**config.mk**
```make
export PLATFORM = sky130hd
export DESIGN_NAME = oteps_walker
export DESIGN_NICKNAME = d
export VERILOG_FILES = /design/src/rtl/core/oteps_pkg.sv /design/src/rtl/core/oteps_walker.sv
export SDC_FILE = /design/constraint.sdc
export NUM_CORES = 1
export LEC_CHECK = 0
export ABC_AREA = 1
export BUFFER_PORTS_ARGS = -buffer_cell sky130_fd_sc_hd__clkbuf_2
export CAP_MARGIN = 25
export CORE_UTILIZATION = 57
export DETAILED_ROUTE_END_ITERATION = 12
export PLACE_DENSITY = 0.83
export REMOVE_ABC_BUFFERS = 1
export SYNTH_ARGS = -nofsm -noshare
export SYNTH_HDL_FRONTEND = slang
export SYNTH_SLANG_ARGS = --single-unit
```
**constraint.sdc**
```tcl
create_clock -name clk_i -period 8.4 [get_ports clk_i]
set_input_delay 0.84 -clock clk_i [delete_from_list [all_inputs] [get_ports clk_i]]
set_output_delay 0.84 -clock clk_i [all_outputs]
set_load 0.1 [all_outputs]
```
**src/rtl/core/oteps_pkg.sv**
```systemverilog
package oteps_pkg;

  localparam int unsigned MAX_CHARS     = 65536;
  localparam int unsigned DEFAULT_LIMIT = 1000;
  localparam int unsigned HISTORY_DEPTH = 1024;

  localparam int unsigned VER_W      = 32;
  localparam int unsigned POS_W      = 16;
  localparam int unsigned LEN_W      = 17;
  localparam int unsigned KIND_W     = 2;
  localparam int unsigned STATUS_W   = 3;
  localparam int unsigned LIMIT_W    = 11;
  localparam int unsigned ENTRY_W    = KIND_W + POS_W;
  localparam int unsigned CFG_IDX_W  = 1;
  localparam int unsigned CFG_DATA_W = 17;

  // configuration register indexes
  localparam logic [CFG_IDX_W-1:0] REG_HISTORY_LIMIT  = 1'd0;
  localparam logic [CFG_IDX_W-1:0] REG_INITIAL_LENGTH = 1'd1;

  typedef enum logic [KIND_W-1:0] {
    KIND_NOOP = 2'd0,
    KIND_INS  = 2'd1,
    KIND_DEL  = 2'd2,
    KIND_BAD  = 2'd3
  } kind_e;

  typedef enum logic [STATUS_W-1:0] {
    ST_OK           = 3'd0,
    ST_INVALID      = 3'd1,
    ST_NOT_ONE_CHAR = 3'd2,
    ST_EXPIRED      = 3'd3,
    ST_AHEAD        = 3'd4
  } status_e;

  // request from the sequencer to the history walker
  typedef struct packed {
    logic             start;
    logic [VER_W-1:0] base;
    logic [VER_W-1:0] ver_first;
    kind_e            kind;
    logic [POS_W-1:0] pos;
  } walk_req_t;

  // walker status back to the sequencer
  typedef struct packed {
    logic  done;
    kind_e kind;
  } walk_rsp_t;

endpackage

```
**src/rtl/core/oteps_walker.sv**
```systemverilog
module oteps_walker #(
  parameter int unsigned DEPTH = oteps_pkg::HISTORY_DEPTH
) (
  input  logic                      clk_i,
  input  logic                      rst_ni,
  input  oteps_pkg::walk_req_t      req_i,
  input  logic [$clog2(DEPTH)-1:0]  head_i,
  input  logic [$clog2(DEPTH+1)-1:0] fill_i,
  output logic                      rd_en_o,
  output logic [$clog2(DEPTH)-1:0]  rd_addr_o,
  input  logic [oteps_pkg::ENTRY_W-1:0] rd_data_i,
  output oteps_pkg::walk_rsp_t      rsp_o,
  output logic [$clog2(oteps_pkg::MAX_CHARS+DEPTH)-1:0] e_pos_o
);

  localparam int unsigned HW     = $clog2(DEPTH);
  localparam int unsigned FW     = $clog2(DEPTH + 1);
  localparam int unsigned EPOS_W = $clog2(oteps_pkg::MAX_CHARS + DEPTH);
  localparam int unsigned VW     = oteps_pkg::VER_W;
  localparam int unsigned PW     = oteps_pkg::POS_W;
  localparam int unsigned KW     = oteps_pkg::KIND_W;

  logic [FW-1:0]     cnt_q, cnt_d;
  logic [HW-1:0]     addr_q, addr_d;
  logic [VW-1:0]     ver_q, ver_d;
  logic [VW-1:0]     base_q, base_d;
  logic              pend_q, pend_d;
  logic              newer_q, newer_d;
  logic              last_q, last_d;
  logic              done_q, done_d;
  oteps_pkg::kind_e  e_kind_q, e_kind_d;
  logic [EPOS_W-1:0] e_pos_q, e_pos_d;

  oteps_pkg::kind_e  p_kind;
  logic [EPOS_W-1:0] p_pos;

  // read issue: one entry per cycle, oldest first
  always_comb begin
    cnt_d   = cnt_q;
    addr_d  = addr_q;
    ver_d   = ver_q;
    base_d  = base_q;
    pend_d  = 1'b0;
    newer_d = newer_q;
    last_d  = last_q;
    if (req_i.start) begin
      cnt_d  = fill_i;
      addr_d = head_i;
      ver_d  = req_i.ver_first;
      base_d = req_i.base;
    end else if (cnt_q != '0) begin
      pend_d  = 1'b1;
      newer_d = (ver_q > base_q);
      last_d  = (cnt_q == FW'(1));
      cnt_d   = cnt_q - FW'(1);
      ver_d   = ver_q + VW'(1);
      addr_d  = (addr_q == HW'(DEPTH - 1)) ? '0 : addr_q + HW'(1);
    end
  end

  assign rd_en_o   = !req_i.start && (cnt_q != '0);
  assign rd_addr_o = addr_q;

  assign p_kind = oteps_pkg::kind_e'(rd_data_i[oteps_pkg::ENTRY_W-1 -: KW]);
  assign p_pos  = EPOS_W'(rd_data_i[PW-1:0]);

  // transform the edit past one stored entry
  always_comb begin
    e_kind_d = e_kind_q;
    e_pos_d  = e_pos_q;
    if (req_i.start) begin
      e_kind_d = req_i.kind;
      e_pos_d  = (req_i.kind == oteps_pkg::KIND_NOOP) ? '0 : EPOS_W'(req_i.pos);
    end else if (pend_q && newer_q && (e_kind_q != oteps_pkg::KIND_NOOP)) begin
      unique case (p_kind)
        oteps_pkg::KIND_INS: begin
          if (p_pos <= e_pos_q) begin
            e_pos_d = e_pos_q + EPOS_W'(1);
          end
        end
        oteps_pkg::KIND_DEL: begin
          if (p_pos < e_pos_q) begin
            e_pos_d = e_pos_q - EPOS_W'(1);
          end else if ((p_pos == e_pos_q) && (e_kind_q == oteps_pkg::KIND_DEL)) begin
            e_kind_d = oteps_pkg::KIND_NOOP;
            e_pos_d  = '0;
          end
        end
        default: begin
        end
      endcase
    end
  end

  assign done_d = (req_i.start && (fill_i == '0)) || (pend_q && last_q);

  always_ff @(posedge clk_i or negedge rst_ni) begin
    if (!rst_ni) begin
      cnt_q  <= '0;
      pend_q <= 1'b0;
      done_q <= 1'b0;
    end else begin
      cnt_q  <= cnt_d;
      pend_q <= pend_d;
      done_q <= done_d;
    end
  end

  always_ff @(posedge clk_i) begin
    addr_q   <= addr_d;
    ver_q    <= ver_d;
    base_q   <= base_d;
    newer_q  <= newer_d;
    last_q   <= last_d;
    e_kind_q <= e_kind_d;
    e_pos_q  <= e_pos_d;
  end

  assign rsp_o.done = done_q;
  assign rsp_o.kind = e_kind_q;
  assign e_pos_o    = e_pos_q;

endmodule

```
== Word level (Yosys, flattened, before mapping) ==
Cells that the tools add are included.

* Mux-type cells: 21
* Reductions and logical operators: 20
* Add/subtract/negate cells: 5
* Eq/ne operators: 9
* Bitwise logic cells: 1
* $lt $le $gt $ge: 3

{| class="wikitable"
|+ Operators by type and width
! operator !! number
|-
| $mux 17 || 5
|-
| $mux 32 || 2
|-
| $pmux 17 s2 || 1
|-
| $add 32x1->32 const B || 1
|-
| $gt 32x32->1 || 1
|-
| $mux 10 || 3
|-
| $mux 11 || 2
|-
| $add 17x1->17 const B || 1
|-
| $eq 16x17->1 || 1
|-
| $le 16x17->1 || 1
|-
| $lt 16x17->1 || 1
|-
| $sub 17x1->17 const B || 1
|-
| $mux 16 || 1
|-
| $eq 11x1->1 const B || 1
|-
| $logic_not 11->1 || 1
|-
| $reduce_bool 11->1 || 1
|-
| $sub 11x1->11 const B || 1
|-
| $add 10x1->10 const B || 1
|-
| $eq 10x10->1 const B || 1
|-
| $mux 2 || 5
|-
| $reduce_bool 2->1 || 5
|-
| $reduce_and 4->1 || 2
|-
| $logic_and 1x1->1 || 6
|-
| $eq 2x2->1 const B || 2
|-
| other kinds (11) || 12
|}

* Register bits after elaboration: 108
* Output and inout port bits: 31

== Logic depth before layout (Yosys ltp) ==
Gate-level depths: netlist of the first run.

* Depth after elaboration: 7
* Depth in mapped cells: 14
* Depth with buffers taken out: 13

== Worst setup path after synthesis of the first run ==
Ideal clock, no wire load.

* Path kind: register -> register
* Start point: register e_pos_q[8], in the netlist e_pos_o[8]
* End point: register e_pos_q[0], in the netlist e_pos_o[0] (enable)
* Buffers on the path: 1
* Path slack: 4908 ps
* Period minus slack after synthesis: 3492 ps
* Arrival: 3102 ps
* Cell stages (with the launch flop): 12
* Path through: edfxtp_1 -> clkbuf_2 -> inv_1 -> ha_1 -> nand2_1 -> nor2_1 -> nand2_1 -> nor3_1 -> a21oi_1 -> nand3_1 -> nand2_1 -> nor2_1

* Cells in the longest elaborated chain, start to end: 4
* Elaborated cells between the ends (all ways): 7
* Classes of those cells: order compare: 2; eq/ne: 3; reduce/logical: 2

{| class="wikitable"
|+ RTL lines
! what !! line !! text
|-
| from (decl) || oteps_walker.sv:32 || <nowiki>logic [EPOS_W-1:0] e_pos_q, e_pos_d;</nowiki>
|-
| from (signal assigned) || oteps_walker.sv:116 || <nowiki>e_pos_q <= e_pos_d;</nowiki>
|-
| branches (longest 3 deep; another with $lt 16x17->1) || n/a ||
|-
| $reduce_and 4->1 (no source line) (*) || n/a ||
|}

Mark *: on every way between the ends.
A chain may end at the register's enable or synchronous reset.

== Worst setup path after layout of the first run ==
* Start point: register cnt_q[0]
* End point: output port rd_en_o

* Cells in the longest elaborated chain, start to end: 2

{| class="wikitable"
|+ RTL lines
! what !! line !! text
|-
| from (decl) || oteps_walker.sv:23 || <nowiki>logic [FW-1:0] cnt_q, cnt_d;</nowiki>
|-
| from (signal assigned) || oteps_walker.sv:103 || <nowiki>cnt_q <= cnt_d;</nowiki>
|-
| $reduce_bool 11->1 || oteps_walker.sv:61 || <nowiki>assign rd_en_o = !req_i.start && (cnt_q != '0);</nowiki>
|-
| $logic_and 1x1->1 || oteps_walker.sv:61 ||
|-
| to (decl) || oteps_walker.sv:9 || <nowiki>output logic rd_en_o,</nowiki>
|}

Every way passes these cells.

==> results of run 1 <==
[flip-flops by register name (all words and copies together), names as in the netlist]
signal     count
base_q        32
cnt_q         11
done_q         1
e_kind_q       2
e_pos_o       17
last_q         1
newer_q        1
pend_q         1
rd_addr_o     10
ver_q         32
[critical path, delay by kind of cell, from the launching register on]
| family | cells | cell delay (ns) |
|---|---|---|
| buffers and inverters | 4 | 0.61 |
| adder cells (fa/ha/maj) | 1 | 0.18 |
| flip-flops | 1 | 0.41 |
| AND/OR/NAND/NOR | 4 | 0.60 |
[path summary, 6_finish.rpt]
| check | depth (start not counted) | to | slack, ns |
|---|---|---|---|
| worst max-delay path | 9 | rd_en_o | 5.43 |
| worst min-delay path | 1 | done_q | 0.38 |
| worst max register to register | 11 | e_pos_o[6] | 5.72 |
| worst min register to register | 1 | done_q | 0.47 |
| max in group asynchronous | 1 | cnt_q[1] | 7.76 |
| min in group clk_i | 1 | done_q | 0.47 |
[per-stage QoR]
| step | setup slack (ns) | std cells | cell area (sq um) | utilization, % |
|---|---|---|---|---|
| floorplan | 4.94 | 907 | 7390 | - |
| global placement | 5.56 | 1237 | 8410 | 66.1 |
| detailed placement | 5.51 | 1237 | 8410 | 66.1 |
| CTS | 5.42 | 1252 | 8720 | 68.5 |
| global route | 5.33 | 1252 | 8720 | 68.5 |
| finish | 5.43 | 1252 | 8720 | 68.5 |
[synth_stat cells, types with 2 or more instances]
master	number
nand2_1	270
inv_1	115
edfxtp_1	95
nor2_1	77
ha_1	54
o21ai_0	45
nand3_1	44
xor2_1	34
a21oi_1	33
nor3_1	26
nand4_1	21
xnor2_1	16
dfrtp_1	13
buf_2	8
clkbuf_1	6
nand2_2	6
nor2_2	6
nor4_1	6
a31oi_1	4
buf_1	4
inv_2	4
nor2_4	4
nand2_4	3
nand3_2	3
o211ai_1	3
o21bai_1	3
a21boi_0	2
a22o_1	2
nor3_4	2
o21ai_1	2
o31ai_1	2
or2_1	2
[cell families after synthesis]
logic type | after synthesis | share of synthesized area, %
AO/OA/AOI/OAI | 102 | 7.61
XOR/XNOR | 50 | 5.86
flip-flops | 108 | 42.5
AND/OR/NAND/NOR | 474 | 27.8
buffers and inverters | 139 | 7.18
adder cells (fa/ha/maj) | 54 | 9.03
[placed cells by master, fill, tap and decap left out, drive strengths merged, types with 4 or more instances in the layout]
| cell | n |
|---|---|
| nor3 | 29 |
| inv | 120 |
| buf | 5 |
| a31oi | 4 |
| o21ai | 47 |
| a21oi | 33 |
| nor2 | 87 |
| xnor2 | 16 |
| nor4 | 6 |
| edfxtp | 95 |
| xor2 | 34 |
| nand4 | 21 |
| dfrtp | 13 |
| ha | 54 |
| clkbuf | 162 |
| nand2 | 279 |
| nand3 | 47 |
[metal layers]
| metal | global-route usage [%] | vias up | part of all wire (%) |
|---|---|---|---|
| li1 | - | 3366 | - |
| met2 | 47.9 | 314 | 47 |
| met3 | 4.36 | 34 | 7.9 |
| met5 | 0 | - | 0 |
| met1 | 37.0 | 3047 | 43 |
| met4 | 9.28 | 0 | 2.0 |
[power breakdown]
group          switching, mW  internal (mW)
combinational          0.301          0.127
clock                  0.193          0.260
sequential            0.0592          0.648
total                  0.553           1.04
[layout make-up]
cell class                 count  area (sq um)  share of cell area (%)
clock buffer                   9           225                    2.58
clock inverter                 6          88.8                    1.02
inverter                     119           447                    5.12
multi-input combinational    680          3760                    43.2
sequential                   108          3180                    36.4
tap                          172           215                    2.47
timing repair buffer         158           803                    9.21
==> load_flow_metrics.sql, run 1 <==
INSERT INTO impl_metrics (metric_group, metric, value, unit) VALUES
('status', 'outcome', 'completed', ''),
('yosys', 'synth_seq_cells', '108', ''),
('global_route', 'grtUsageTotal', '28.2', '%'),
('global_route', 'grt_max_degree', '72', ''),
('timing', 'final_max_slew_viol_count', '0', ''),
('power_and_ir_drop', 'vdd_drop_max', '0.126', 'mV'),
('timing', 'relSlewSlack', '33.9', '%'),
('die', 'die_height', '117', 'um'),
('yosys', 'synthesis.instances', '927', ''),
('place', 'routabilityCongestion', '0.924', ''),
('setup_path', 'timing_worst_setup_path_type', 'flop to output pin', ''),
('routing', 'detailedRoute.firstPassIterationCount', '5', ''),
('setup_path', 'critical-path-max-stage-delay', '0.41', 'ns'),
('die', 'fp.dieW', '117', 'um'),
('place', 'dp.final_hpwl', '14300', 'um'),
('die', 'floorplan.die_area', '0.0136', 'sq mm'),
('setup_path', 'critPathLaunch', 'cnt_q[0]', ''),
('power_and_ir_drop', 'cellPowerDensity', '182', 'mW/mm^2'),
('clock_network', 'ctsLongestPathBuffers', '2', ''),
('setup_path', 'critical-path-top-cell-by-count', 'inv_1', ''),
('timing', 'finalSetupViolations', '0', ''),
('global_route', 'vias_in_the_first_global_route', '6250', ''),
('clock_network', 'cts-hold-fix-buffers', '0', ''),
('global_route', 'grt_antenna_before_repair', '0', ''),
('die', 'rows', '41', ''),
('global_route', 'global_route_overflow', '0', ''),
('routing', 'drc', '0', ''),
('timing', 'post-route-min-period', '2.97', 'ns'),
('timing', 'skew_final', '0.00773', 'ns'),
('die', 'num_io_pins', '155', ''),
('clock_network', 'cts_root_buf', 'clkbuf_16', ''),
('finish', 'area.growth.synth_to_final', '16.6', '%'),
('yosys', 'synth_cell_types', '44', ''),
('die', 'placeableCoreArea', '0.0127', 'sq mm'),
('setup_path', 'r2r-start', 'e_pos_o[14]', ''),
('clock_network', 'post_cts_resized', '0', ''),
('power_and_ir_drop', 'power_leakage', '4.22', 'nW'),
('finish', 'antennaDiodeCount', '0', ''),
('timing', 'total_negative_setup_slacks', '0', 'ns'),
('yosys', 'post-synth-top-area-fraction', '38.1', '%'),
('setup_path', 'critical_path.slowest_cell', 'dfrtp_1', ''),
('routing', 'vias', '6761', ''),
('finish', 'nets', '1254', ''),
('clock_network', 'clock_sinks', '108', ''),
('routing', 'avgViaCountPerCell', '5.40', ''),
('yosys', 'syn_area', '0.00748', 'sq mm'),
('yosys', 'synth-async-reset-ratio', '12.0', '%'),
('yosys', 'synth_ff_type', 'edfxtp_1', ''),
('clock_network', 'post_cts.repair.setup_buffers', '0', ''),
('hold_path', 'hold_class', 'primary input to async pin', ''),
('yosys', 'yosys-top-cells-area', 'edfxtp_1, nand2_1, ha_1, inv_1, dfrtp_1', ''),
('setup_path', 'endpoint_kind', 'output pin', ''),
('clock_network', 'cts_tree', 'built', ''),
('timing', 'final.period_utilization', '35.3', '%'),
('yosys', 'synthDominantAreaCellType', 'edfxtp_1', ''),
('setup_path', 'worstSetupStartpointType', 'flop', ''),
('setup_path', 'arrival_time_of_data_at_the_critical_path_endpoint', '2.13', 'ns'),
('place', 'portBuffers', '154', ''),
('routing', 'total_routed_length', '18600', 'um'),
('yosys', 'syn-mean-instance-area', '8.07', 'sq um'),
('setup_path', 'critical_path_peak_fanout', '8', ''),
('global_route', 'grt_pass1_wl', '29300', 'um'),
('clock_network', 'clk_latency', '0.35', 'ns'),
('routing', 'wl_per_cell', '14.8', 'um'),
('routing', 'ant_nets', '0', ''),
('power_and_ir_drop', 'post-layout-total-power', '1.59', 'mW'),
('clock_network', 'cts-buffers-inserted', '9', ''),
('timing', 'hold_violations', '0', ''),
('timing', 'grt_setup_unrepaired', 'false', ''),
('die', 'start_util', '58.8', '%'),
('yosys', 'synth-seq-area-share', '42.5', '%'),
('finish', 'post_route_cells_drive_above_1_share', '18.7', '%'),
('setup_path', 'required', '7.56', 'ns'),
('finish', 'filler_cell_count', '1080', ''),
('run', 'maxCapViolCount', '0', ''),
('yosys', 'yosysWarnings', '0', ''),
('timing', 'finalHoldWorstSlack', '0.380', 'ns'),
('routing', 'dr.first_iter.drc_count', '546', ''),
('clock_network', 'h-tree-depth', '3', ''),
('clock_network', 'cts.clk_slew.worst_paths', '0.07', 'ns'),
('setup_path', 'cp_cell_sequence', 'inv_1, ha_1, inv_1, or2_1, nor2_2, nand2_2, nand2_4, inv_2, clkbuf_2', ''),
('timing', 'worst_pin_slew', '0.989', 'ns'),
('timing', 'maxClockFrequency', '0.337', 'GHz'),
('yosys', 'synth_enable_flop_cells', '95', '');
(Power assumes the default switching activity.)
==> inputs of run 2 (changes only) <==
CORE_UTILIZATION = 56   (was 57)
PLACE_DENSITY = 0.81   (was 0.83)
clock period = 2.75 ns   (was 8.4 ns; I/O delays follow)
==> run 2 against run 1 <==
Largest cell class unchanged. Sequential power grew to 3.0 times the previous value. Clock power grew to 2.9 times the previous value. Core utilization up 0.11 points. Worst hold slack got worse by 0.28 ns. Combinational power rose to 3.2 times the previous value. First-iteration DRC count fell by 4.2%. Register-to-register slack worse by 5.4 ns. Via count decreased by 0.53%. Sequential share of layout area decreased by 0.35 points. Clock-buffer cell count unchanged. Critical path depth rose by 2.
==> load_flow_metrics.sql, run 2 (synthesized netlist as in run 1, its figures left out) <==
INSERT INTO impl_metrics (metric_group, metric, value, unit) VALUES
('status', 'outcome', 'completed', ''),
('place', 'post-place-cells', '1246', ''),
('clock_network', 'cts_root_buf', 'clkbuf_16', ''),
('clock_network', 'cts_tree', 'built', ''),
('setup_path', 'setup.reg_to_reg.worst_slack', '0.35', 'ns'),
('timing', 'total_negative_setup_slacks', '0', 'ns'),
('finish', 'mostFrequentLayoutCells', 'nand2_1, clkbuf_2, inv_1', ''),
('timing', 'relSlewSlack', '47.0', '%'),
('setup_path', 'worstSetupStartpointType', 'flop', ''),
('place', 'dp.final_hpwl', '14600', 'um'),
('routing', 'vias', '6725', ''),
('finish', 'post_route_cells_drive_above_1_share', '19.6', '%'),
('routing', 'total_routed_length', '18600', 'um'),
('routing', 'drc', '0', ''),
('finish', 'layout.cells.non_filler', '1263', ''),
('power_and_ir_drop', 'vdd_drop_max', '0.382', 'mV'),
('global_route', 'vias_in_the_first_global_route', '6609', ''),
('die', 'die_height', '118', 'um'),
('timing', 'finalSetupViolations', '0', ''),
('timing', 'final.period_utilization', '87.1', '%'),
('power_and_ir_drop', 'power_leakage', '4.27', 'nW'),
('routing', 'ant_nets', '0', ''),
('die', 'fp.dieW', '118', 'um'),
('setup_path', 'reg2reg_depth', '11', ''),
('finish', 'filler_cell_count', '1099', ''),
('routing', 'avgViaCountPerCell', '5.32', ''),
('timing', 'grt_setup_unrepaired', 'false', ''),
('global_route', 'grt_max_degree', '84', ''),
('place', 'portBuffers', '154', ''),
('setup_path', 'critical_path.slowest_cell', 'edfxtp_1', ''),
('routing', 'detailedRoute.firstPassIterationCount', '6', ''),
('hold_path', 'hold_class', 'primary input to flop', ''),
('die', 'rows', '41', ''),
('global_route', 'grtUsageTotal', '28.0', '%'),
('hold_path', 'number_of_cells_on_the_worst_hold_path', '1', ''),
('run', 'maxCapViolCount', '0', ''),
('die', 'floorplan.die_area', '0.0138', 'sq mm'),
('setup_path', 'critical-path-top-cell-by-count', 'nand2_1', ''),
('clock_network', 'clk_latency', '0.35', 'ns'),
('setup_path', 'timing_worst_setup_path_type', 'flop to flop', ''),
('setup_path', 'required', '2.80', 'ns'),
('setup_path', 'crit-reg2reg-capture', 'e_pos_o[1]', ''),
('finish', 'nets', '1264', ''),
('clock_network', 'cts.clk_slew.worst_paths', '0.07', 'ns'),
('die', 'num_io_pins', '155', ''),
('timing', 'post-route-min-period', '2.40', 'ns'),
('power_and_ir_drop', 'cellPowerDensity', '546', 'mW/mm^2'),
('global_route', 'grt_pass1_wl', '31000', 'um'),
('clock_network', 'clock_sinks', '108', ''),
('die', 'start_util', '58.3', '%'),
('timing', 'skew_final', '0.00783', 'ns'),
('clock_network', 'post_cts.repair.setup_buffers', '0', ''),
('setup_path', 'cp_cell_sequence', 'inv_1, ha_1, nand2_1, nor2_1, nand2_1, nor3_2, a21oi_1, nand3_1, nand2_1, nor2_1, buf_4', ''),
('clock_network', 'cts-buffers-inserted', '9', ''),
('setup_path', 'critical-path-max-stage-delay', '0.43', 'ns'),
('timing', 'final_max_slew_viol_count', '0', ''),
('clock_network', 'h-tree-depth', '3', ''),
('die', 'placeableCoreArea', '0.0128', 'sq mm'),
('clock_network', 'ctsLongestPathBuffers', '2', ''),
('timing', 'worst_pin_slew', '0.795', 'ns'),
('finish', 'antennaDiodeCount', '0', ''),
('setup_path', 'arrival_time_of_data_at_the_critical_path_endpoint', '2.44', 'ns'),
('setup_path', 'endpoint_kind', 'flop', ''),
('setup_path', 'critical_path_peak_fanout', '10', ''),
('timing', 'hold_violations', '0', ''),
('routing', 'wl_per_cell', '14.7', 'um'),
('timing', 'maxClockFrequency', '0.418', 'GHz'),
('place', 'routabilityCongestion', '0.922', ''),
('global_route', 'grt_antenna_before_repair', '0', ''),
('global_route', 'global_route_overflow', '0', ''),
('setup_path', 'r2r-start', 'e_pos_o[14]', ''),
('finish', 'leading_cell_type_in_the_layout_fill_and_taps_excluded', 'nand2_1', ''),
('routing', 'dr.first_iter.drc_count', '523', ''),
('hold_path', 'timing.hold.worst.start', 'req_i[62]', ''),
('finish', 'area.growth.synth_to_final', '17.7', '%'),
('hold_path', 'holdPathEnd', 'base_q[12]', '');
-- run 2: critical path: cells and delay by family (launching register included) --
family	cells	cell delay [ns]
AOI/OAI and AO/OA	1	0.11
adders and majority gates	1	0.32
buffers and inverters	2	0.37
DFF	1	0.43
and+or+nand+nor	7	0.87
-- run 2: report_power, final --
group | switching (mW) | total (mW) | internal (mW)
Sequential | 0.158 | 2.14 | 1.98
Clock | 0.606 | 1.32 | 0.712
Combinational | 0.943 | 1.35 | 0.406
Total | 1.71 | 4.80 | 3.10
-- run 2: per-layer routing --
metal / up-vias / wire length (um) / global-route usage (%)
li1: 3381 / - / -
met1: 3082 / 8720 / 38.1
met2: 235 / 8500 / 46.0
met3: 27 / 1050 / 4.12
met4: 0 / 356 / 8.73
met5: - / 0 / 0
-- run 2: final cells by class --
| cell class | instances | area (sq um) | share of cell area [%] |
|---|---|---|---|
| flip-flops and latches | 108 | 3180 | 36.1 |
| clock inverters | 7 | 75.1 | 0.853 |
| well taps | 172 | 215 | 2.44 |
| repair buffers | 168 | 896 | 10.2 |
| inverters | 119 | 447 | 5.07 |
| clock buffers | 9 | 225 | 2.56 |
| multi-input cells | 680 | 3770 | 42.8 |
-- run 2: worst max path at each step --
| stage | startpoint | end | slack (ns) | cells after the start |
|---|---|---|---|---|
| after floorplan | e_pos_o[14] | e_pos_o[0] | -0.71 | 10 |
| after global placement | e_pos_o[14] | e_pos_o[2] | 0.34 | 11 |
| after detailed placement | e_pos_o[14] | e_pos_o[2] | 0.28 | 11 |
| after CTS | e_pos_o[14] | e_pos_o[2] | 0.26 | 11 |
| after global routing | e_pos_o[13] | e_pos_o[2] | 0.13 | 11 |
| final | e_pos_o[14] | e_pos_o[1] | 0.35 | 11 |
-- run 2: stage by stage --
step | utilization [%] | hold slack (ns) | power [mW] | setup slack, ns | cell area [sq um]
after floorplan | - | -0.0206 | 3.10 | -0.708 | 7390
after global placement | 66.2 | 0.185 | 3.47 | 0.336 | 8490
after detailed placement | 66.2 | 0.187 | 3.50 | 0.279 | 8490
after CTS | 68.6 | 0.0908 | 4.81 | 0.263 | 8800
after global routing | 68.7 | 0.0838 | 5.05 | 0.127 | 8800
final | 68.7 | 0.0970 | 4.80 | 0.355 | 8800
-- run 2: what timing repair did --
item / CTS / global route
hold buffers: 1 / 0
resized for setup: 0 / 1
hold endpoints to repair: 13 / 0
setup endpoints to repair: 0 / 10
==> inputs of run 3 (changes only) <==
PLACE_DENSITY = 0.78   (was 0.81)
TNS_END_PERCENT = 20   (was not set)
==> run 3 against run 2 <==
Core utilization is 0.059 points higher. Largest power group unchanged. Clock power hardly changed. Critical path depth stayed put. Highest routed layer unchanged. Sequential share of layout area hardly changed. Clock-buffer cell count stayed put.
==> load_flow_metrics.sql, run 3 (synthesized netlist as in run 1, its figures left out) <==
INSERT INTO impl_metrics (metric_group, metric, value, unit) VALUES
('routing', 'vias', '6661', ''),
('clock_network', 'h-tree-depth', '3', ''),
('hold_path', 'number_of_cells_on_the_worst_hold_path', '1', ''),
('timing', 'relSlewSlack', '44.4', '%'),
('clock_network', 'cts-buffers-inserted', '9', ''),
('timing', 'final.period_utilization', '96.0', '%'),
('global_route', 'grt_max_degree', '87', ''),
('setup_path', 'critical-path-top-cell-by-count', 'nand2_1', ''),
('power_and_ir_drop', 'vdd_drop_max', '0.503', 'mV'),
('global_route', 'global_route_overflow', '0', ''),
('clock_network', 'post_cts.repair.setup_buffers', '0', ''),
('hold_path', 'timing.hold.worst.start', 'req_i[71]', ''),
('routing', 'detailedRoute.firstPassIterationCount', '5', ''),
('routing', 'dr.first_iter.drc_count', '584', ''),
('setup_path', 'cp_cell_sequence', 'inv_1, ha_1, nand2_1, nor2_1, nand2_1, nor3_1, a21oi_1, nand3_1, nand2_1, nor2_1, buf_4', ''),
('timing', 'final_max_slew_viol_count', '0', ''),
('timing', 'skew_final', '0.00580', 'ns'),
('power_and_ir_drop', 'cellPowerDensity', '544', 'mW/mm^2'),
('die', 'floorplan.die_area', '0.0138', 'sq mm'),
('clock_network', 'ctsLongestPathBuffers', '2', ''),
('setup_path', 'r2r-start', 'e_pos_o[14]', ''),
('clock_network', 'clock_sinks', '108', ''),
('global_route', 'grt_antenna_before_repair', '0', ''),
('clock_network', 'cts.clk_slew.worst_paths', '0.07', 'ns'),
('clock_network', 'clk_latency', '0.35', 'ns'),
('finish', 'antennaDiodeCount', '0', ''),
('power_and_ir_drop', 'power_leakage', '4.27', 'nW'),
('setup_path', 'worstSetupStartpointType', 'flop', ''),
('die', 'num_io_pins', '155', ''),
('setup_path', 'critical_path_peak_fanout', '8', ''),
('setup_path', 'reg2reg_depth', '11', ''),
('finish', 'finish.utilization', '68.7', '%'),
('status', 'outcome', 'completed', ''),
('setup_path', 'required', '2.81', 'ns'),
('die', 'rows', '41', ''),
('timing', 'maxClockFrequency', '0.379', 'GHz'),
('timing', 'hold_violations', '0', ''),
('timing', 'worst_pin_slew', '0.834', 'ns'),
('routing', 'ant_nets', '0', ''),
('clock_network', 'cts_tree', 'built', ''),
('setup_path', 'endpoint_kind', 'flop', ''),
('die', 'fp.dieW', '118', 'um'),
('hold_path', 'holdPathEnd', 'base_q[21]', ''),
('setup_path', 'critical_path.top_delay_family', 'simple AND/OR/NAND/NOR gates', ''),
('finish', 'leading_cell_type_in_the_layout_fill_and_taps_excluded', 'nand2_1', ''),
('die', 'die_height', '118', 'um'),
('setup_path', 'critical-path-max-stage-delay', '0.45', 'ns'),
('timing', 'grt_setup_unrepaired', 'false', ''),
('timing', 'finalSetupViolations', '0', ''),
('global_route', 'vias_in_the_first_global_route', '6357', ''),
('hold_path', 'hold_class', 'primary input to flop', ''),
('die', 'start_util', '58.3', '%'),
('routing', 'avgViaCountPerCell', '5.27', ''),
('setup_path', 'timing_worst_setup_path_type', 'flop to flop', ''),
('setup_path', 'crit-reg2reg-capture', 'e_pos_o[16]', ''),
('timing', 'total_negative_setup_slacks', '0', 'ns'),
('routing', 'wl_per_cell', '14.4', 'um'),
('finish', 'post_route_cells_drive_above_1_share', '19.4', '%'),
('setup_path', 'critical_path.slowest_cell', 'nor3_1', ''),
('global_route', 'grtUsageTotal', '27.5', '%'),
('setup_path', 'arrival_time_of_data_at_the_critical_path_endpoint', '2.70', 'ns'),
('run', 'maxCapViolCount', '0', ''),
('finish', 'mostFrequentLayoutCells', 'nand2_1, clkbuf_2, inv_1', ''),
('place', 'routabilityCongestion', '0.932', ''),
('routing', 'total_routed_length', '18100', 'um'),
('die', 'placeableCoreArea', '0.0128', 'sq mm'),
('global_route', 'grt_pass1_wl', '30200', 'um'),
('clock_network', 'cts_root_buf', 'clkbuf_16', ''),
('setup_path', 'number_of_buffer_and_inverter_instances_along_the_worst_setup_path', '2', ''),
('routing', 'drc', '0', ''),
('finish', 'area.growth.synth_to_final', '17.8', '%'),
('timing', 'post-route-min-period', '2.64', 'ns'),
('setup_path', 'setup.reg_to_reg.worst_slack', '0.11', 'ns'),
('place', 'portBuffers', '154', ''),
('place', 'dp.final_hpwl', '14400', 'um'),
('finish', 'nets', '1264', '');
==> run 3: cell count changes in the layout (fill, tap and decap cells not counted), sizes merged <==
cell / previous run / this run
clkinv: 5 / 3
clkinvlp: 0 / 1
inv: 120 / 121
==> run 3: worst max path at each step <==
| stage | to | from | slack, ns | cells after the start |
|---|---|---|---|---|
| detailed placement | e_pos_o[12] | e_pos_o[14] | 0.19 | 11 |
| finish | e_pos_o[16] | e_pos_o[14] | 0.11 | 11 |
| global route | e_pos_o[9] | e_pos_o[11] | 0.01 | 11 |
| CTS | e_pos_o[12] | e_pos_o[14] | 0.16 | 11 |
| global placement | e_pos_o[12] | e_pos_o[13] | 0.26 | 11 |
| floorplan | e_pos_o[0] | e_pos_o[14] | -0.71 | 10 |
==> run 3: per-stage QoR <==
| step | area [sq um] | hold WS (ns) | std cells | worst slack, ns | power, mW |
|---|---|---|---|---|---|
| 4_1_cts | 8810 | 0.0809 | 1263 | 0.157 | 4.81 |
| 3_3_place_gp | 8500 | 0.187 | 1246 | 0.257 | 3.47 |
| 6_report | 8810 | 0.0903 | 1263 | 0.111 | 4.79 |
| 2_1_floorplan | 7390 | -0.0206 | 907 | -0.708 | 3.10 |
| 3_5_place_dp | 8500 | 0.195 | 1246 | 0.193 | 3.50 |
| 5_1_grt | 8810 | 0.0768 | 1263 | 0.0136 | 5.06 |
==> run 3: cell type report <==
class	instances	area [sq um]
fill	1113	4010
multi-input combinational	680	3760
sequential	108	3180
timing repair buffer	168	908
inverter	119	447
clock buffer	9	225
tap	172	215
clock inverter	7	75.1
==> run 3: per-layer routing <==
layer  GRT usage [%]  share of wire, %
met3            4.22               6.6
met2            43.9                45
met5               0                 0
met1            37.9                46
met4            10.2               2.4
==> run 3: power by group <==
part / leakage [nW] / internal, mW / switching [mW]
Sequential: 1.14 / 1.98 / 0.159
Combinational: 2.99 / 0.407 / 0.929
Clock: 0.145 / 0.713 / 0.606
==> run 3: timing repair <==
action | CTS | global route
hold buffers | 1 | 0
resized for setup | 0 | 0
hold endpoints to repair | 13 | 0
